===== src/hdl/bdc_pkg.sv =====
`timescale 1ns / 1ps

package bdc_pkg;

   localparam int DAY_W     = 5;
   localparam int MONTH_W   = 4;
   localparam int YEAR_W    = 14;
   localparam int COUNT_W   = 22;
   localparam int WDAY_W    = 3;
   localparam int MASK_W    = 7;
   localparam int CENT_W    = 7;
   localparam int REQ_W     = 48;
   localparam int RSP_W     = 24;

   localparam logic [MASK_W-1:0]  MASK_RESET = 7'd96;
   localparam logic [YEAR_W-1:0]  YEAR_MIN   = 14'd1;
   localparam logic [YEAR_W-1:0]  YEAR_MAX   = 14'd9999;
   localparam logic [MONTH_W-1:0] MONTH_MIN  = 4'd1;
   localparam logic [MONTH_W-1:0] MONTH_MAX  = 4'd12;
   localparam logic [MONTH_W-1:0] MONTH_FEB  = 4'd2;
   localparam logic [DAY_W-1:0]   DAY_MIN    = 5'd1;
   localparam logic [COUNT_W-1:0] COUNT_MAX  = 22'd4194303;

   // y / 100 as (y * 5243) >> 19, exact for every y below 43690
   localparam logic [12:0] RECIP_100   = 13'd5243;
   localparam int          RECIP_SHIFT = 19;
   localparam logic [6:0]  CENT_YEARS  = 7'd100;

   // serial day 0 is a wednesday
   localparam logic [COUNT_W-1:0] SERIAL_WDAY = 22'd3;

   localparam logic [WDAY_W-1:0] DIVISOR  = 3'd7;

   // x / 7 as (x * 4793491) >> 25, exact for every x up to 6710886
   localparam logic [22:0] RECIP_7       = 23'd4793491;
   localparam int          RECIP_7_SHIFT = 25;
   localparam int          PROD_W        = COUNT_W + 23;

   typedef enum logic [3:0] {
      ST_IDLE,
      ST_YEAR,
      ST_CENT_Y,
      ST_DAY,
      ST_CENT_S,
      ST_SERIAL,
      ST_CMP,
      ST_WDAY_GO,
      ST_WDAY_WAIT,
      ST_SPAN_GO,
      ST_SPAN_WAIT,
      ST_MUL,
      ST_REM,
      ST_OUT
   } state_type;

   typedef struct packed {
      logic load_req;
      logic sel_end;
      logic clamp;
      logic cent;
      logic cent_of_shift;
      logic day;
      logic serial;
      logic cmp;
      logic div_start;
      logic div_span;
      logic load_wday;
      logic mul;
      logic rem_step;
      logic load_rsp;
   } cmd_type;

   typedef struct packed {
      logic lt;
      logic div_busy;
      logic rem_zero;
   } sts_type;

   function automatic logic [DAY_W-1:0] month_days(input logic [MONTH_W-1:0] m,
                                                   input logic leap);
      logic [DAY_W-1:0] d;
      unique case (m)
         4'd1, 4'd3, 4'd5, 4'd7, 4'd8, 4'd10, 4'd12: d = 5'd31;
         4'd4, 4'd6, 4'd9, 4'd11:                    d = 5'd30;
         4'd2:                                       d = leap ? 5'd29 : 5'd28;
         default:                                    d = 5'd31;
      endcase
      return d;
   endfunction

   // days before the start of a month counted from march
   function automatic logic [8:0] month_offset(input logic [MONTH_W-1:0] mp);
      logic [8:0] o;
      unique case (mp)
         4'd0:    o = 9'd0;
         4'd1:    o = 9'd31;
         4'd2:    o = 9'd61;
         4'd3:    o = 9'd92;
         4'd4:    o = 9'd122;
         4'd5:    o = 9'd153;
         4'd6:    o = 9'd184;
         4'd7:    o = 9'd214;
         4'd8:    o = 9'd245;
         4'd9:    o = 9'd275;
         4'd10:   o = 9'd306;
         4'd11:   o = 9'd337;
         default: o = 9'd0;
      endcase
      return o;
   endfunction

endpackage


===== src/hdl/bdc_divider.sv =====
`timescale 1ns / 1ps

module bdc_divider (
   input  logic                         clock,
   input  logic                         reset,
   input  logic                         start,
   input  logic [bdc_pkg::COUNT_W-1:0]  dividend,
   output logic [bdc_pkg::COUNT_W-1:0]  quotient,
   output logic [bdc_pkg::WDAY_W-1:0]   remainder,
   output logic                         busy
);
   import bdc_pkg::*;

   logic [COUNT_W-1:0]  x_ff, x_in;
   logic [PROD_W-1:0]   prod_ff, prod_in;
   logic [COUNT_W-1:0]  quo_ff, quo_in;
   logic [WDAY_W-1:0]   rem_ff, rem_in;
   logic                phase_ff, phase_in;
   logic                busy_ff, busy_in;
   logic [COUNT_W-1:0]  quo_next;
   logic [COUNT_W+2:0]  quo_times;

   // divide by seven through the reciprocal: product first, then quotient and remainder
   assign quo_next  = COUNT_W'(prod_ff[PROD_W-1:RECIP_7_SHIFT]);
   assign quo_times = (COUNT_W+3)'(quo_next) * (COUNT_W+3)'(DIVISOR);

   always_comb begin
      x_in     = x_ff;
      prod_in  = prod_ff;
      quo_in   = quo_ff;
      rem_in   = rem_ff;
      phase_in = phase_ff;
      busy_in  = busy_ff;
      if (start) begin
         x_in     = dividend;
         phase_in = 1'b0;
         busy_in  = 1'b1;
      end else if (busy_ff) begin
         if (!phase_ff) begin
            prod_in  = PROD_W'(x_ff) * PROD_W'(RECIP_7);
            phase_in = 1'b1;
         end else begin
            quo_in  = quo_next;
            rem_in  = WDAY_W'((COUNT_W+3)'(x_ff) - quo_times);
            busy_in = 1'b0;
         end
      end
   end

   always_ff @(posedge clock) begin
      if (reset) begin
         busy_ff  <= 1'b0;
         phase_ff <= 1'b0;
      end else begin
         busy_ff  <= busy_in;
         phase_ff <= phase_in;
      end
      x_ff    <= x_in;
      prod_ff <= prod_in;
      quo_ff  <= quo_in;
      rem_ff  <= rem_in;
   end

   assign quotient  = quo_ff;
   assign remainder = rem_ff;
   assign busy      = busy_ff;

endmodule


===== src/hdl/bdc_datapath.sv =====
`timescale 1ns / 1ps

module bdc_datapath (
   input  logic                         clock,
   input  logic                         reset,
   input  bdc_pkg::cmd_type             cmd,
   output bdc_pkg::sts_type             sts,
   input  logic [bdc_pkg::REQ_W-1:0]    req_tdata,
   output logic [bdc_pkg::RSP_W-1:0]    rsp_tdata,
   input  logic                         csr_write,
   input  logic [bdc_pkg::MASK_W-1:0]   csr_data
);
   import bdc_pkg::*;

   logic [MASK_W-1:0]  mask_ff;
   logic [DAY_W-1:0]   sd_ff, ed_ff;
   logic [MONTH_W-1:0] sm_ff, em_ff;
   logic [YEAR_W-1:0]  sy_ff, ey_ff;

   logic [YEAR_W-1:0]  yc_ff, yc_in;
   logic [MONTH_W-1:0] mc_ff, mc_in;
   logic [CENT_W-1:0]  q_ff;
   logic [DAY_W-1:0]   dc_ff, dc_in;
   logic [YEAR_W-1:0]  yy_ff;
   logic [MONTH_W-1:0] mp_ff;
   logic [COUNT_W-1:0] s0_ff, s1_ff, serial_val;
   logic [WDAY_W-1:0]  wd_ff, rem_ff;
   logic [COUNT_W-1:0] count_ff;
   logic [COUNT_W-1:0] rsp_ff;

   logic [DAY_W-1:0]   d_raw, lim;
   logic [MONTH_W-1:0] m_raw;
   logic [YEAR_W-1:0]  y_raw, cent_src;
   logic [26:0]        cent_prod;
   logic               is_cent, leap;
   logic [COUNT_W-1:0] div_dividend, div_quo;
   logic [WDAY_W-1:0]  div_rem, per_week;
   logic               div_busy;
   logic [COUNT_W+2:0] week_prod;

   bdc_divider u_div (
      .clock     (clock),
      .reset     (reset),
      .start     (cmd.div_start),
      .dividend  (div_dividend),
      .quotient  (div_quo),
      .remainder (div_rem),
      .busy      (div_busy)
   );

   always_ff @(posedge clock) begin
      if (reset) begin
         mask_ff <= MASK_RESET;
      end else if (csr_write) begin
         mask_ff <= csr_data;
      end
   end

   assign d_raw = cmd.sel_end ? ed_ff : sd_ff;
   assign m_raw = cmd.sel_end ? em_ff : sm_ff;
   assign y_raw = cmd.sel_end ? ey_ff : sy_ff;

   always_comb begin
      yc_in = y_raw;
      if (y_raw < YEAR_MIN) yc_in = YEAR_MIN;
      if (y_raw > YEAR_MAX) yc_in = YEAR_MAX;
      mc_in = m_raw;
      if (m_raw < MONTH_MIN) mc_in = MONTH_MIN;
      if (m_raw > MONTH_MAX) mc_in = MONTH_MAX;
   end

   assign cent_src  = cmd.cent_of_shift ? yy_ff : yc_ff;
   assign cent_prod = 27'(cent_src) * 27'(RECIP_100);

   // leap: divisible by four, and a century year only when its century count is too
   assign is_cent = (yc_ff == YEAR_W'(q_ff * CENT_YEARS));
   assign leap    = (yc_ff[1:0] == 2'd0) && (!is_cent || q_ff[1:0] == 2'd0);
   assign lim     = month_days(mc_ff, leap);

   always_comb begin
      dc_in = d_raw;
      if (d_raw < DAY_MIN) dc_in = DAY_MIN;
      if (d_raw > lim)     dc_in = lim;
   end

   assign serial_val = COUNT_W'(yy_ff) * 22'd365 + COUNT_W'(yy_ff >> 2)
                     - COUNT_W'(q_ff) + COUNT_W'(q_ff >> 2)
                     + COUNT_W'(month_offset(mp_ff)) + COUNT_W'(dc_ff) - 22'd1;

   assign div_dividend = cmd.div_span ? (s1_ff - s0_ff) : (s0_ff + SERIAL_WDAY);
   assign per_week     = WDAY_W'($countones(~mask_ff));
   assign week_prod    = (COUNT_W+3)'(div_quo) * (COUNT_W+3)'(per_week);

   always_ff @(posedge clock) begin
      if (cmd.load_req) begin
         sd_ff <= req_tdata[4:0];
         sm_ff <= req_tdata[8:5];
         sy_ff <= req_tdata[22:9];
         ed_ff <= req_tdata[27:23];
         em_ff <= req_tdata[31:28];
         ey_ff <= req_tdata[45:32];
      end
      if (cmd.clamp) begin
         yc_ff <= yc_in;
         mc_ff <= mc_in;
      end
      if (cmd.cent) begin
         q_ff <= cent_prod[RECIP_SHIFT +: CENT_W];
      end
      if (cmd.day) begin
         dc_ff <= dc_in;
         yy_ff <= (mc_ff <= MONTH_FEB) ? yc_ff - 14'd1 : yc_ff;
         mp_ff <= (mc_ff > MONTH_FEB) ? mc_ff - 4'd3 : mc_ff + 4'd9;
      end
      if (cmd.serial) begin
         if (cmd.sel_end) begin
            s1_ff <= serial_val;
         end else begin
            s0_ff <= serial_val;
         end
      end
      if (cmd.load_wday) begin
         wd_ff <= div_rem;
      end
      if (cmd.cmp) begin
         count_ff <= '0;
      end else if (cmd.mul) begin
         count_ff <= (week_prod > (COUNT_W+3)'(COUNT_MAX)) ? COUNT_MAX
                                                          : week_prod[COUNT_W-1:0];
         rem_ff   <= div_rem;
      end else if (cmd.rem_step) begin
         if (!mask_ff[wd_ff] && count_ff != COUNT_MAX) begin
            count_ff <= count_ff + 22'd1;
         end
         wd_ff  <= (wd_ff == 3'd6) ? 3'd0 : wd_ff + 3'd1;
         rem_ff <= rem_ff - 3'd1;
      end
      if (cmd.load_rsp) begin
         rsp_ff <= count_ff;
      end
   end

   assign sts.lt       = (s0_ff < s1_ff);
   assign sts.div_busy = div_busy;
   assign sts.rem_zero = (rem_ff == '0);

   assign rsp_tdata = {2'b00, rsp_ff};

endmodule


===== src/hdl/bdc_controller.sv =====
`timescale 1ns / 1ps

module bdc_controller (
   input  logic              clock,
   input  logic              reset,
   input  logic              req_tvalid,
   output logic              req_tready,
   output logic              rsp_tvalid,
   input  logic              rsp_tready,
   input  bdc_pkg::sts_type  sts,
   output bdc_pkg::cmd_type  cmd
);
   import bdc_pkg::*;

   state_type state_ff, state_in;
   logic      sel_ff, sel_in;
   logic      rsp_valid_ff, rsp_valid_in;
   logic      out_free;

   assign out_free = !rsp_valid_ff || rsp_tready;

   always_comb begin
      state_in = state_ff;
      sel_in   = sel_ff;
      unique case (state_ff)
         ST_IDLE: begin
            if (req_tvalid) begin
               state_in = ST_YEAR;
               sel_in   = 1'b0;
            end
         end
         ST_YEAR:   state_in = ST_CENT_Y;
         ST_CENT_Y: state_in = ST_DAY;
         ST_DAY:    state_in = ST_CENT_S;
         ST_CENT_S: state_in = ST_SERIAL;
         ST_SERIAL: begin
            if (sel_ff) begin
               state_in = ST_CMP;
            end else begin
               state_in = ST_YEAR;
               sel_in   = 1'b1;
            end
         end
         ST_CMP:       state_in = sts.lt ? ST_WDAY_GO : ST_OUT;
         ST_WDAY_GO:   state_in = ST_WDAY_WAIT;
         ST_WDAY_WAIT: if (!sts.div_busy) state_in = ST_SPAN_GO;
         ST_SPAN_GO:   state_in = ST_SPAN_WAIT;
         ST_SPAN_WAIT: if (!sts.div_busy) state_in = ST_MUL;
         ST_MUL:       state_in = ST_REM;
         ST_REM:       if (sts.rem_zero) state_in = ST_OUT;
         ST_OUT:       if (out_free) state_in = ST_IDLE;
         default:      state_in = ST_IDLE;
      endcase
   end

   always_comb begin
      cmd            = '0;
      cmd.sel_end    = sel_ff;
      req_tready     = 1'b0;
      unique case (state_ff)
         ST_IDLE: begin
            req_tready   = 1'b1;
            cmd.load_req = req_tvalid;
         end
         ST_YEAR:   cmd.clamp = 1'b1;
         ST_CENT_Y: cmd.cent = 1'b1;
         ST_DAY:    cmd.day = 1'b1;
         ST_CENT_S: begin
            cmd.cent          = 1'b1;
            cmd.cent_of_shift = 1'b1;
         end
         ST_SERIAL:    cmd.serial = 1'b1;
         ST_CMP:       cmd.cmp = 1'b1;
         ST_WDAY_GO:   cmd.div_start = 1'b1;
         ST_WDAY_WAIT: cmd.load_wday = !sts.div_busy;
         ST_SPAN_GO: begin
            cmd.div_start = 1'b1;
            cmd.div_span  = 1'b1;
         end
         ST_SPAN_WAIT: cmd.div_span = 1'b1;
         ST_MUL:       cmd.mul = 1'b1;
         ST_REM:       cmd.rem_step = !sts.rem_zero;
         ST_OUT:       cmd.load_rsp = out_free;
         default:      cmd = '0;
      endcase
   end

   always_comb begin
      rsp_valid_in = rsp_valid_ff;
      if (cmd.load_rsp) begin
         rsp_valid_in = 1'b1;
      end else if (rsp_tready) begin
         rsp_valid_in = 1'b0;
      end
   end

   always_ff @(posedge clock) begin
      if (reset) begin
         state_ff     <= ST_IDLE;
         sel_ff       <= 1'b0;
         rsp_valid_ff <= 1'b0;
      end else begin
         state_ff     <= state_in;
         sel_ff       <= sel_in;
         rsp_valid_ff <= rsp_valid_in;
      end
   end

   assign rsp_tvalid = rsp_valid_ff;

endmodule


===== src/hdl/business_day_counter_unit.sv =====
// when start is not before end, no divide or part-week step runs before rsp_tvalid;
// otherwise the time from item acceptance to rsp_tvalid is set by two passes of the reciprocal divide by seven
// plus up to six single-day steps for the part week
// the unit works on one item at a time; a new item is taken while a result waits
// reset clears the controller, the divider and the result valid, and sets the weekend mask to 96
`timescale 1ns / 1ps

module business_day_counter_unit (
   input  logic                        clock,
   input  logic                        reset,
   input  logic                        req_tvalid,
   output logic                        req_tready,
   // start_day, start_month, start_year, end_day, end_month, end_year, zero pad
   input  logic [bdc_pkg::REQ_W-1:0]   req_tdata,
   output logic                        rsp_tvalid,
   input  logic                        rsp_tready,
   // business_days, zero pad
   output logic [bdc_pkg::RSP_W-1:0]   rsp_tdata,
   input  logic                        csr_valid,
   output logic                        csr_ready,
   input  logic [bdc_pkg::MASK_W-1:0]  csr_data
);
   import bdc_pkg::*;

   cmd_type cmd;
   sts_type sts;

   assign csr_ready = 1'b1;

   bdc_controller u_ctrl (
      .clock      (clock),
      .reset      (reset),
      .req_tvalid (req_tvalid),
      .req_tready (req_tready),
      .rsp_tvalid (rsp_tvalid),
      .rsp_tready (rsp_tready),
      .sts        (sts),
      .cmd        (cmd)
   );

   bdc_datapath u_dp (
      .clock     (clock),
      .reset     (reset),
      .cmd       (cmd),
      .sts       (sts),
      .req_tdata (req_tdata),
      .rsp_tdata (rsp_tdata),
      .csr_write (csr_valid && csr_ready),
      .csr_data  (csr_data)
   );

   // the divider is idle whenever a new item can be taken
   a_idle_div: assert property (@(posedge clock) disable iff (reset)
      req_tready |-> !sts.div_busy)
      else $error("divider busy while accepting an item");

   // a divide is never launched over one still running
   a_div_start: assert property (@(posedge clock) disable iff (reset)
      cmd.div_start |-> !sts.div_busy)
      else $error("divider restarted while busy");

   // a result is only loaded into a free output register
   a_rsp_load: assert property (@(posedge clock) disable iff (reset)
      cmd.load_rsp |-> (!rsp_tvalid || rsp_tready))
      else $error("result overwritten before it was taken");

   // an accepted item closes the input until its result is loaded
   a_one_item: assert property (@(posedge clock) disable iff (reset)
      (req_tvalid && req_tready) |=> !req_tready)
      else $error("second item accepted while one is in work");

endmodule


===== config.mk =====
export PLATFORM = sky130hd
export DESIGN_NAME = business_day_counter_unit
export DESIGN_NICKNAME = d
export VERILOG_FILES = /design/src/hdl/bdc_pkg.sv /design/src/hdl/bdc_divider.sv /design/src/hdl/bdc_datapath.sv /design/src/hdl/bdc_controller.sv /design/src/hdl/business_day_counter_unit.sv
export SDC_FILE = /design/constraint.sdc
export NUM_CORES = 1
export LEC_CHECK = 0
export BUFFER_PORTS_ARGS = -buffer_cell sky130_fd_sc_hd__buf_2
export CORE_MARGIN = 2
export CORE_UTILIZATION = 70
export CTS_BUF_LIST = sky130_fd_sc_hd__clkbuf_8
export DETAILED_ROUTE_END_ITERATION = 8
export PLACE_DENSITY = 0.95
export SLEW_MARGIN = 10
export SYNTH_ARGS = -nofsm -noshare
export SYNTH_HDL_FRONTEND = slang
export SYNTH_SLANG_ARGS = --single-unit

===== constraint.sdc =====
create_clock -name clock -period 10.9 [get_ports clock]
set_clock_uncertainty 0.1 [all_clocks]
set_input_delay 0.545 -clock clock [delete_from_list [all_inputs] [get_ports clock]]
set_output_delay 0.545 -clock clock [all_outputs]
set_load 0.02 [all_outputs]

# --- Word level (Yosys, flattened, before mapping) ---
# Memory sizes are Yosys's and may differ from the RTL's. A register that Yosys moved wholly into a read port is not among the register bits.
# Cells that the tools add are included.
totals:
  register_bits: 293
  latch_bits: 0
  ramBits: 0
  rom_bits: 144
  inputBits: 60
  out_inout_bits: 27
  elab_cells: 190
  n_memories: 1
op_classes:
  n_addsub: 21
  mul: 6
  n_div: 0
  magnitude_cmp: 11
  n_eq_ne: 26
  shift: 0
  mux: 57
  bitwise_logic: 5
  n_reduce_logical: 33
mem_list:
  columns: ["memory", "words", "width", "read_ports", "rd_ports_with_merged_regs", "write_ports", "line_no", "source"]
  rows:
  - ["(name not given)", 16, 9, 1, 1, 0, "bdc_pkg.sv:94", "unique case (mp)"]
op_table:
  columns: ["op", "n"]
  rows:
  - ["$mux 22", 5]
  - ["$mux 14", 4]
  - ["$pmux 4 s14", 1]
  - ["$mul 22x23->45 const B", 1]
  - ["$add 22x5->22", 2]
  - ["$mux 4", 10]
  - ["$eq 4x4->1 const B", 8]
  - ["$mul 14x13->26 const B", 1]
  - ["$gt 25x22->1 const B", 1]
  - ["$eq 4x3->1 const B", 6]
  - ["$mux 3", 8]
  - ["$mul 20x3->23", 1]
  - ["$mux 1", 23]
  - ["$add 22x1->22 const B", 1]
  - ["$add 22x12->22", 1]
  - ["$add 22x2->22 const B", 1]
  - ["$add 22x9->22", 1]
  - ["$lt 22x22->1", 1]
  - ["$mul 14x9->22 const B", 1]
  - ["$ne 22x22->1 const B", 1]
  - ["$sub 22x1->22 const B", 1]
  - ["$sub 22x22->22", 1]
  - ["$sub 22x7->22", 1]
  - ["$mul 20x3->3 const B", 1]
  - ["other kinds (44)", 77]

# --- Depth between registers and ports, before layout ---
# Gate-level depths: netlist (run 1).
depth:
  depth_word: 9
  ltp_mapped: 28
  ltp_nobuf: 25

# --- Modules after synthesis ---
# A second synthesis (run 1) with hierarchy kept.
hier_totals:
  cells_unflattened: 2742
  area_unflattened_um2: 28885.2
modules_own_cells:
  columns: ["mod", "n_inst", "cells_each", "area_each_um2", "seq_area_each_um2"]
  rows:
  - ["bdc_datapath", 1, 1918, 20025.5, 5715.5]
  - ["bdc_divider", 1, 740, 8298.0, 1991.9]
  - ["bdc_controller", 1, 82, 550.5, 120.1]
  - ["business_day_counter_unit", 1, 2, 11.3, 0.0]

# --- Worst setup path before layout (run 1) ---
# Ideal clock, no wire load.
synth_timing:
  kind: "reg-to-reg"
  start: "register u_ctrl.state_ff[2]"
  end: "register u_dp.q_ff[6] (data pin)"
  setup_time_ns: 0.261
  arrival_ns: 6.472
  required_time_ns: 10.539
  path_slack_ns: 4.066
  path_stages_with_launch: 24
  n_path_buf: 2
  synth_period_minus_slack_ns: 6.834
  path_cell_list: "dfxtp_1 nor2b_1 and2_1 clkbuf_1 buf_1 mux2i_1 inv_1 ha_1 fa_1 inv_1 fa_1 inv_1 fa_1 fa_1 ha_1 a2111oi_0 o2111ai_1 nand2_1 o21ai_0 o21a_1 o21a_1 o21ai_0 o21ai_0 xnor2_1"
synth_between:
  elab_chain_len: 4
synth_lines:
  columns: ["element", "line_no", "source"]
  rows:
  - ["start: declaration", "bdc_controller.sv:15", "state_type state_ff, state_in;"]
  - ["start signal: assignment", "bdc_controller.sv:103", "state_ff <= state_in;"]
  - ["$eq 4x3->1", "bdc_controller.sv:60", "unique case (state_ff)"]
  - ["$mux 1", "bdc_controller.sv:60", null]
  - ["$mux 14", "bdc_datapath.sv:72", "assign cent_src = cmd.cent_of_shift ? yy_ff : yc_ff;"]
  - ["$mul 14x13->26", "bdc_datapath.sv:73", "assign cent_prod = 27'(cent_src) * 27'(RECIP_100);"]
  - ["named net u_dp.cent_prod[25]", "bdc_datapath.sv:34", "logic [26:0] cent_prod;"]
  - ["end signal: assignment", "bdc_datapath.sv:108", "q_ff <= cent_prod[RECIP_SHIFT +: CENT_W];"]
  - ["end: declaration", "bdc_datapath.sv:22", "logic [CENT_W-1:0] q_ff;"]
# The timed path passes the listed nets, and every way through them passes these cells.
# A chain may end at the register's enable or synchronous reset.

# --- Final worst setup path (run 1) ---
# Ends and elaborated chain as after synthesis.

==> qor_table.md, run 1 <==
| Step | Result | Reported |
| --- | --- | --- |
| outcome | Run status | finished, final reports clean |
| grt | Maximum number of pins on one net before global-route repair | 48 |
| logic synthesis | List of most frequent post-synthesis cells | 532 x sky130_fd_sc_hd__inv_1, 479 x sky130_fd_sc_hd__ha_1, 270 x sky130_fd_sc_hd__fa_1 |
| drt | Post-route ant nets | 0 |
| die | Die height | 203.9 um |
| clocking | Number of buffers inserted by hold repair at cts | 0 |
| placement | Count of buffers inserted at the top-level ports | 81 |
| logic synthesis | Top flip-flop cell by instance count after synthesis | sky130_fd_sc_hd__edfxtp_1 |
| drt | Detail-routed net length per standard cell | 18.52 um |
| critical path | Worst flop-to-flop path startpoint | u_ctrl.state_ff[2]$_SDFFE_PP0P_ |
| logic synthesis | Top cell type's share of synthesized area | 24.47% |
| clocking | Clock transition at the registers of the reported paths | 0.08 ns |
| logic synthesis | Top cells by area, synth | sky130_fd_sc_hd__edfxtp_1 24%, sky130_fd_sc_hd__ha_1 21%, sky130_fd_sc_hd__fa_1 19% |
| die | Total die area | 41590 um^2 |
| logic synthesis | Most repeated cell in the gate-level netlist after synthesis | sky130_fd_sc_hd__inv_1 |
| drt | Total wire length after detailed routing | 61860 um |
| critical path | Biggest fanout along the worst timing path | 22 |
| timing | Post-route clock period utilization | 77.77% |
| drt | Starting DRT DRC Count | 1386 |
| critical path | Required time at the worst-slack endpoint | 11.13 ns |
| logic synthesis | Count of synthesis-stage warnings from yosys | 0 |
| clocking | Number of H-tree branching levels | 2 |
| timing | TNS Setup | 0 ns |
| timing | Minimum setup slack in the final design | 2.423 ns |
| critical path | Worst-case reg-to-reg path depth | 21 |
| grt | Via count of the first global-routing pass | 21309 |
| critical path | Setup Crit Path Kind | reg2reg |
| run | Max-cap violation count | 0 |
| timing | Upper clock frequency limit | 118.0 MHz |
| timing | Post-layout minimum cycle time | 8.477 ns |
| finish | Nets | 3590 |
| logic synthesis | Yosys reg bits | 277 |
| logic synthesis | Distinct cell type count of the synthesized netlist | 70 |
| logic synthesis | Avg Inst Size Synth | 10.41 um^2 |
| clocking | Clock network latency to the later pin of the worst-skew pair | 0.60 ns |
| timing | Number of pins with negative max-slew slack in the final report | 0 |
| clocking | CTS Sinks | 277 |
| grt | Antenna violations before repair | 0 |
| critical path | Critical path endpoint category | flip-flop |
| placement | Detailed placer's ending HPWL | 50340 um |
| critical path | Timing startpoint of the critical path | u_ctrl.state_ff[2]$_SDFFE_PP0P_ |
| die | Number of top-level pins | 87 |
| die | Horizontal die dimension | 203.9 um |
| timing | Unrepaired setup endpoints after global routing | false |
| clocking | Deepest clock path buffer count | 3 |
| finish | Finished Layout Cells | 3341 |
| power | Pwr per Cell Area | 264.9 nW/um^2 |
| grt | Global Route Usage Sum | 30.68% |
| power | Maximum vdd drop | 0.2985 mV |
| finish | Area grow syn2layout | 6.622% |
| timing | Tightest Pin Transition | 1.051 ns |
| drt | Residual DRC | 0 |
| finish | Count of inserted antenna diode cells | 0 |
| die | Standard-cell row count | 73 |
| drt | Number of detailed-routing iterations run before antenna repair | 6 |
| power | P_leak | 14.36 nW |
| logic synthesis | Share of synthesized registers carrying an async set or reset | 0% |
| clocking | Post_cts resized | 0 |
| timing | # setup viols final | 0 |
| logic synthesis | Total standard cell area after synthesis | 27980 um^2 |
| logic synthesis | EDFF count, synth | 228 |
| timing | Hold slack final | 0.02954 ns |
| clocking | Buffers inserted during post-CTS setup optimization | 0 |
| logic synthesis | Cell taking the most area after synthesis | sky130_fd_sc_hd__edfxtp_1 |
| critical path | Worst r2r dst | u_dp.q_ff[6]$_DFFE_PP_ |
| drt | Routed via count divided by cell count | 5.935 |
| clocking | Clk root buf | sky130_fd_sc_hd__clkbuf_8 |
| die | Effective utilization at floorplan | 70.59% |
| die | Core region area | 39640 um^2 |
| logic synthesis | Count of mapped cells out of synthesis | 2687 |
| grt | Wire length of the first global-routing pass | 101900 um |
| logic synthesis | Share of synthesized area occupied by flip-flops and latches | 27.97% |
| finish | Share of final-layout standard cells stronger than drive strength 1 | 6.321% |
| hold path | Hold crit path type | in2reg |
| grt | Residual overflow from global routing | 0 |
| timing | Hold Vio Cnt, Final | 0 |
| critical path | Termination of the worst setup path | u_dp.q_ff[6]$_DFFE_PP_ |
| critical path | Register-to-Register Setup Slack | 2.42 ns |
| clocking | Clock tree from TritonCTS | built |
| drt | Total via count in the routed design | 19828 |
| clocking | CTS Buf Count | 45 |
| placement | Number of instances in the placed design | 3259 |
| placement | Placement Setup Slack | 2.457 ns |
| critical path | Critical path arrival | 8.71 ns |
| timing | Worst relative slew slack | 29.96% |
| placement | Final Wtd Congestion | 0.9217 |
| critical path | CP startpoint kind | flip-flop |
==> flip-flops by register name, summed over array words and instances, names as in the netlist, 3 cells and up, named ones only <==
| name | flops |
|---|---|
| u_dp.ey_ff | 14 |
| u_dp.u_div.quotient | 20 |
| u_dp.s0_ff | 22 |
| u_dp.yc_ff | 14 |
| u_dp.yy_ff | 14 |
| u_dp.wd_ff | 3 |
| u_dp.mp_ff | 4 |
| u_dp.mask_ff | 7 |
| u_dp.rem_ff | 3 |
| u_dp.sd_ff | 5 |
| u_dp.sy_ff | 14 |
| u_dp.rsp_ff | 22 |
| u_dp.u_div.remainder | 3 |
| u_dp.s1_ff | 22 |
| u_dp.u_div.x_ff | 22 |
| u_dp.dc_ff | 5 |
| u_dp.mc_ff | 4 |
| u_dp.em_ff | 4 |
| u_dp.sm_ff | 4 |
| u_dp.q_ff | 7 |
| u_dp.u_div.prod_ff | 20 |
| u_ctrl.state_ff | 4 |
| u_dp.ed_ff | 5 |
| u_dp.count_ff | 22 |
==> placed cells by master, fill, tap and decap left out, types with 15 or more instances in the layout <==
cell                       instances
sky130_fd_sc_hd__nor3_1           37
sky130_fd_sc_hd__xor2_1           44
sky130_fd_sc_hd__clkbuf_8         49
sky130_fd_sc_hd__inv_1           543
sky130_fd_sc_hd__nand2_1         177
sky130_fd_sc_hd__a21o_1           44
sky130_fd_sc_hd__nand3_1          46
sky130_fd_sc_hd__mux2i_1          38
sky130_fd_sc_hd__o21ai_0          90
sky130_fd_sc_hd__nor2_1           99
sky130_fd_sc_hd__and2_1           21
sky130_fd_sc_hd__xnor2_1         101
sky130_fd_sc_hd__ha_1            479
sky130_fd_sc_hd__a21oi_1         123
sky130_fd_sc_hd__dfxtp_1          49
sky130_fd_sc_hd__buf_2            81
sky130_fd_sc_hd__edfxtp_1        228
sky130_fd_sc_hd__o21a_1           16
sky130_fd_sc_hd__fa_1            270
sky130_fd_sc_hd__nand4_1          28
sky130_fd_sc_hd__a31oi_1          15
==> layer usage <==
metal  GRT usage, %  up-vias  part of all wire (%)
li1               -     9220                     -
met1          34.95     9611                    38
met2          57.52      769                    52
met3          3.954      228                   5.3
met4          13.30        0                   4.6
met5              0        -                     0
==> logic make-up (layout without fill, tap and decap cells) <==
kind of cell	Yosys count	after routing	share of synthesized area [%]
compound gates	388	388	8.701
mux	41	41	1.520
flops	277	277	27.97
fa+ha+maj	749	749	40.73
xor+xnor	145	145	4.538
simple gates	506	506	8.679
other cells	2	3	0.02684
buf+inv	579	707	7.829
==> power by group <==
group | switching, mW | internal (mW) | leakage (nW)
Clock | 0.431 | 0.462 | 0.480
Combinational | 3.08 | 2.27 | 11.4
Sequential | 0.106 | 1.55 | 2.48
Total | 3.62 | 4.29 | 14.4
==> how the worst min path moves through the flow <==
stage	start	slack (ns)	depth (start not counted)	to
floorplan	u_dp.u_div.prod_ff[35]$_DFFE_PP_	0.30	0	u_dp.u_div.quotient[10]$_DFFE_PP_
global placement	u_dp.u_div.prod_ff[42]$_DFFE_PP_	0.30	0	u_dp.u_div.quotient[17]$_DFFE_PP_
detailed placement	u_dp.u_div.prod_ff[37]$_DFFE_PP_	0.30	0	u_dp.u_div.quotient[12]$_DFFE_PP_
CTS	req_tdata[27]	0.005	1	u_dp.ed_ff[4]$_DFFE_PP_
global route	req_tdata[27]	0.01	1	u_dp.ed_ff[4]$_DFFE_PP_
finish	req_tdata[35]	0.03	1	u_dp.ey_ff[3]$_DFFE_PP_
==> critical path, stage by stage, from the launching register on <==
cell and delay [ns]:
sky130_fd_sc_hd__dfxtp_1 0.81, sky130_fd_sc_hd__nor2b_1 0.53, sky130_fd_sc_hd__and2_1 0.73, sky130_fd_sc_hd__mux2i_1 0.68
sky130_fd_sc_hd__inv_1 0.29, sky130_fd_sc_hd__ha_1 0.41, sky130_fd_sc_hd__fa_1 0.55, sky130_fd_sc_hd__inv_1 0.08
sky130_fd_sc_hd__fa_1 0.52, sky130_fd_sc_hd__inv_1 0.05, sky130_fd_sc_hd__fa_1 0.46, sky130_fd_sc_hd__fa_1 0.49
sky130_fd_sc_hd__ha_1 0.22, sky130_fd_sc_hd__a2111oi_0 0.61, sky130_fd_sc_hd__o2111ai_1 0.42, sky130_fd_sc_hd__nand2_1 0.16
sky130_fd_sc_hd__o21ai_0 0.16, sky130_fd_sc_hd__o21a_1 0.23, sky130_fd_sc_hd__o21a_1 0.20, sky130_fd_sc_hd__o21ai_0 0.20
sky130_fd_sc_hd__o21ai_0 0.14, sky130_fd_sc_hd__xnor2_1 0.15
==> stage by stage <==
stage | utilization [%] | instance area [um^2] | total power [mW]
final | 75.27 | 29840 | 7.902
after global routing | 75.27 | 29840 | 8.632
after CTS | 75.27 | 29840 | 7.862
after detailed placement | 73.07 | 28970 | 6.897
after global placement | 73.07 | 28970 | 6.448
after floorplan | - | 27990 | 5.596
==> final cells by class <==
cell class	count	area, um^2
fillers	2384	9804
well taps	525	656.9
clock buffers	49	674.4
inverters	532	1997
repair buffers	93	495.5
clock inverters	33	195.2
multi-input cells	1832	17990
flip-flops and latches	277	7828
No activity file was read; power rests on OpenSTA's default activity.
==> run 2, diff against run 1 <==
--- a/config.mk
+++ b/config.mk
@@ -7,10 +7,10 @@
 export LEC_CHECK = 0
 export BUFFER_PORTS_ARGS = -buffer_cell sky130_fd_sc_hd__buf_2
 export CORE_MARGIN = 2
-export CORE_UTILIZATION = 70
+export CORE_UTILIZATION = 66
 export CTS_BUF_LIST = sky130_fd_sc_hd__clkbuf_8
 export DETAILED_ROUTE_END_ITERATION = 8
-export PLACE_DENSITY = 0.95
+export PLACE_DENSITY = 0.93
 export SLEW_MARGIN = 10
 export SYNTH_ARGS = -nofsm -noshare
 export SYNTH_HDL_FRONTEND = slang
==> constraint.sdc (replaced) <==
create_clock -name clock -period 8.1 [get_ports clock]
set_clock_uncertainty 0.1 [all_clocks]
set_input_delay 0.405 -clock clock [delete_from_list [all_inputs] [get_ports clock]]
set_output_delay 0.405 -clock clock [all_outputs]
set_load 0.02 [all_outputs]
==> qor_table.md, run 2 (synthesis results as in run 1) <==
| Step | Result | Reported |
| --- | --- | --- |
| outcome | Run status | finished, final reports clean |
| drt | Starting DRT DRC Count | 1631 |
| grt | Via count of the first global-routing pass | 22029 |
| power | Maximum vdd drop | 0.3781 mV |
| finish | Filler cell count | 2620 |
| drt | Total via count in the routed design | 20202 |
| critical path | CP startpoint kind | flip-flop |
| grt | Global Route Usage Sum | 30.22% |
| timing | Number of pins with negative max-slew slack in the final report | 0 |
| timing | Worst relative slew slack | 24.72% |
| timing | Unrepaired setup endpoints after global routing | false |
| clocking | CTS Sinks | 277 |
| clocking | Clock tree from TritonCTS | built |
| clocking | Deepest clock path buffer count | 3 |
| timing | Post-route clock period utilization | 90.47% |
| grt | Residual overflow from global routing | 0 |
| clocking | Clock network latency to the later pin of the worst-skew pair | 0.61 ns |
| timing | Tightest Pin Transition | 1.129 ns |
| timing | Hold Vio Cnt, Final | 0 |
| power | Part of the total power dissipated in combinational logic | 67.5% |
| critical path | Worst-case reg-to-reg path depth | 21 |
| timing | # setup viols final | 0 |
| drt | Residual DRC | 0 |
| timing | Post-layout minimum cycle time | 7.328 ns |
| clocking | Clock transition at the registers of the reported paths | 0.07 ns |
| critical path | Biggest fanout along the worst timing path | 16 |
| finish | Finished Layout Cells | 3410 |
| clocking | Clk root buf | sky130_fd_sc_hd__clkbuf_8 |
| power | Internal cell power | 5.818 mW |
| critical path | Required time at the worst-slack endpoint | 8.36 ns |
| power | Switching power as a share of total power | 45.62% |
| grt | Antenna violations before repair | 2 |
| hold path | Hold crit path type | in2reg |
| die | Number of top-level pins | 87 |
| placement | Count of buffers inserted at the top-level ports | 81 |
| hold path | Min-Delay Endpoint | u_ctrl.rsp_tvalid$_SDFFE_PP0P_ |
| die | Core region area | 41850 um^2 |
| critical path | Register-to-Register Setup Slack | 0.77 ns |
| finish | Area occupied by multi-input gates | 17990 um^2 |
| run | Max-cap violation count | 0 |
| drt | Total wire length after detailed routing | 64640 um |
| timing | TNS Setup | 0 ns |
| drt | Routed via count divided by cell count | 5.924 |
| hold path | Worst Hold Launch | reset |
| clocking | Post_cts resized | 0 |
| power | Fraction of power consumed by the clock network | 11.7% |
| clocking | CTS Buf Count | 45 |
| critical path | Worst flop-to-flop path startpoint | u_ctrl.state_ff[2]$_SDFFE_PP0P_ |
| finish | Share of final-layout standard cells stronger than drive strength 1 | 6.413% |
| drt | Number of detailed-routing iterations run before antenna repair | 7 |
| die | Die height | 209.9 um |
| drt | Post-route ant nets | 0 |
| die | Effective utilization at floorplan | 66.86% |
| critical path | Worst r2r dst | u_dp.q_ff[6]$_DFFE_PP_ |
| drt | Detail-routed net length per standard cell | 18.96 um |
| hold path | Cell depth of the worst hold path | 2 |
| finish | Highest-count cells in the layout ignoring fill and taps | 540 x sky130_fd_sc_hd__inv_1, 479 x sky130_fd_sc_hd__ha_1, 270 x sky130_fd_sc_hd__fa_1 |
| finish | Area taken by flip-flops and latches | 7828 um^2 |
| placement | Detailed placer's ending HPWL | 49390 um |
| finish | Nets | 3647 |
| die | Standard-cell row count | 75 |
| timing | Upper clock frequency limit | 136.5 MHz |
| die | Horizontal die dimension | 209.9 um |
| grt | Wire length of the first global-routing pass | 106700 um |
| power | Sum of internal, switching and leakage power | 10.70 mW |
| power | Portion of total power attributed to sequential cells | 20.9% |
| grt | Maximum number of pins on one net before global-route repair | 48 |
| clocking | Number of H-tree branching levels | 2 |
| critical path | Setup Crit Path Kind | reg2reg |
| placement | Number of instances in the placed design | 3277 |
| placement | Final Wtd Congestion | 0.9298 |
| critical path | Critical path arrival | 7.59 ns |
| power | Pwr per Cell Area | 351.6 nW/um^2 |
| power | P_leak | 14.60 nW |
| finish | Leading cell type in the layout, fill and taps excluded | sky130_fd_sc_hd__inv_1 |
| critical path | Critical path endpoint category | flip-flop |
| power | Switching power of the nets | 4.882 mW |
| die | Total die area | 44060 um^2 |
| finish | Area grow syn2layout | 8.759% |
==> run 2: cell type report <==
class / instances / area share [%]
multi-input cells: 1832 / 59.13
repair buffers: 150 / 3.470
flip-flops and latches: 277 / 25.72
clock buffers: 46 / 2.080
diodes: 2 / 0.01644
clock inverters: 32 / 0.8099
inverters: 532 / 6.561
well taps: 539 / 2.216
==> run 2: metal layers <==
metal	up-vias	global-route usage [%]	part of all wire, %
met5	-	0	0
met4	0	14.21	4.9
met3	245	4.549	5.8
met2	835	56.65	52
met1	9797	33.60	37
li1	9325	-	-
==> run 2: what timing repair did <==
item	4_1_cts	5_1_grt
hold endpoints to repair	53	0
setup buffers	0	0
hold buffers	53	0
==> run 2: critical path, cell delays in order (launching register included) <==
cell,delay (ns)
sky130_fd_sc_hd__dfxtp_1,0.34
sky130_fd_sc_hd__nor2b_1,0.16
sky130_fd_sc_hd__and2_1,0.72
sky130_fd_sc_hd__mux2i_1,0.64
sky130_fd_sc_hd__inv_1,0.29
sky130_fd_sc_hd__ha_1,0.41
sky130_fd_sc_hd__fa_1,0.52
sky130_fd_sc_hd__inv_1,0.06
sky130_fd_sc_hd__fa_1,0.50
sky130_fd_sc_hd__inv_1,0.05
sky130_fd_sc_hd__fa_1,0.47
sky130_fd_sc_hd__fa_1,0.49
sky130_fd_sc_hd__ha_1,0.23
sky130_fd_sc_hd__a2111oi_0,0.50
sky130_fd_sc_hd__o2111ai_1,0.35
sky130_fd_sc_hd__nand2_1,0.15
sky130_fd_sc_hd__o21ai_0,0.16
sky130_fd_sc_hd__o21a_1,0.24
sky130_fd_sc_hd__o21a_1,0.21
sky130_fd_sc_hd__o21ai_0,0.21
sky130_fd_sc_hd__o21ai_0,0.16
sky130_fd_sc_hd__xnor2_1,0.15
==> run 2: power by group through the flow <==
| stage | clock network [mW] | logic, mW | registers (mW) |
|---|---|---|---|
| 2_1_floorplan | 0 | 5.34 | 2.19 |
| 3_3_place_gp | 0 | 6.45 | 2.24 |
| 3_5_place_dp | 0 | 6.98 | 2.25 |
| 4_1_cts | 1.24 | 7.12 | 2.22 |
| 5_1_grt | 1.33 | 8.13 | 2.24 |
| 6_report | 1.25 | 7.22 | 2.23 |
==> run 2: how the worst max path moves through the flow <==
stage	endpoint	startpoint	slack, ns	depth (start not counted)
after floorplan	u_dp.q_ff[6]$_DFFE_PP_	u_ctrl.state_ff[2]$_SDFFE_PP0P_	1.27	23
after global placement	u_dp.q_ff[6]$_DFFE_PP_	u_ctrl.state_ff[2]$_SDFFE_PP0P_	1.15	21
after detailed placement	u_dp.q_ff[6]$_DFFE_PP_	u_ctrl.state_ff[2]$_SDFFE_PP0P_	0.85	21
after CTS	u_dp.q_ff[6]$_DFFE_PP_	u_ctrl.state_ff[2]$_SDFFE_PP0P_	0.86	21
after global routing	u_dp.q_ff[6]$_DFFE_PP_	u_ctrl.state_ff[2]$_SDFFE_PP0P_	0.29	21
final	u_dp.q_ff[6]$_DFFE_PP_	u_ctrl.state_ff[2]$_SDFFE_PP0P_	0.77	21
==> run 2: per-stage QoR <==
| stage | area (um^2) | setup slack (ns) | hold slack (ns) | util (%) |
|---|---|---|---|---|
| 2_1_floorplan | 27990 | 1.266 | 0.3003 | - |
| 3_3_place_gp | 29010 | 1.146 | 0.3052 | 69.32 |
| 3_5_place_dp | 29010 | 0.8540 | 0.3045 | 69.32 |
| 4_1_cts | 30420 | 0.8580 | 0.01107 | 72.69 |
| 5_1_grt | 30430 | 0.2885 | 0.04985 | 72.71 |
| 6_report | 30430 | 0.7721 | 0.03013 | 72.72 |
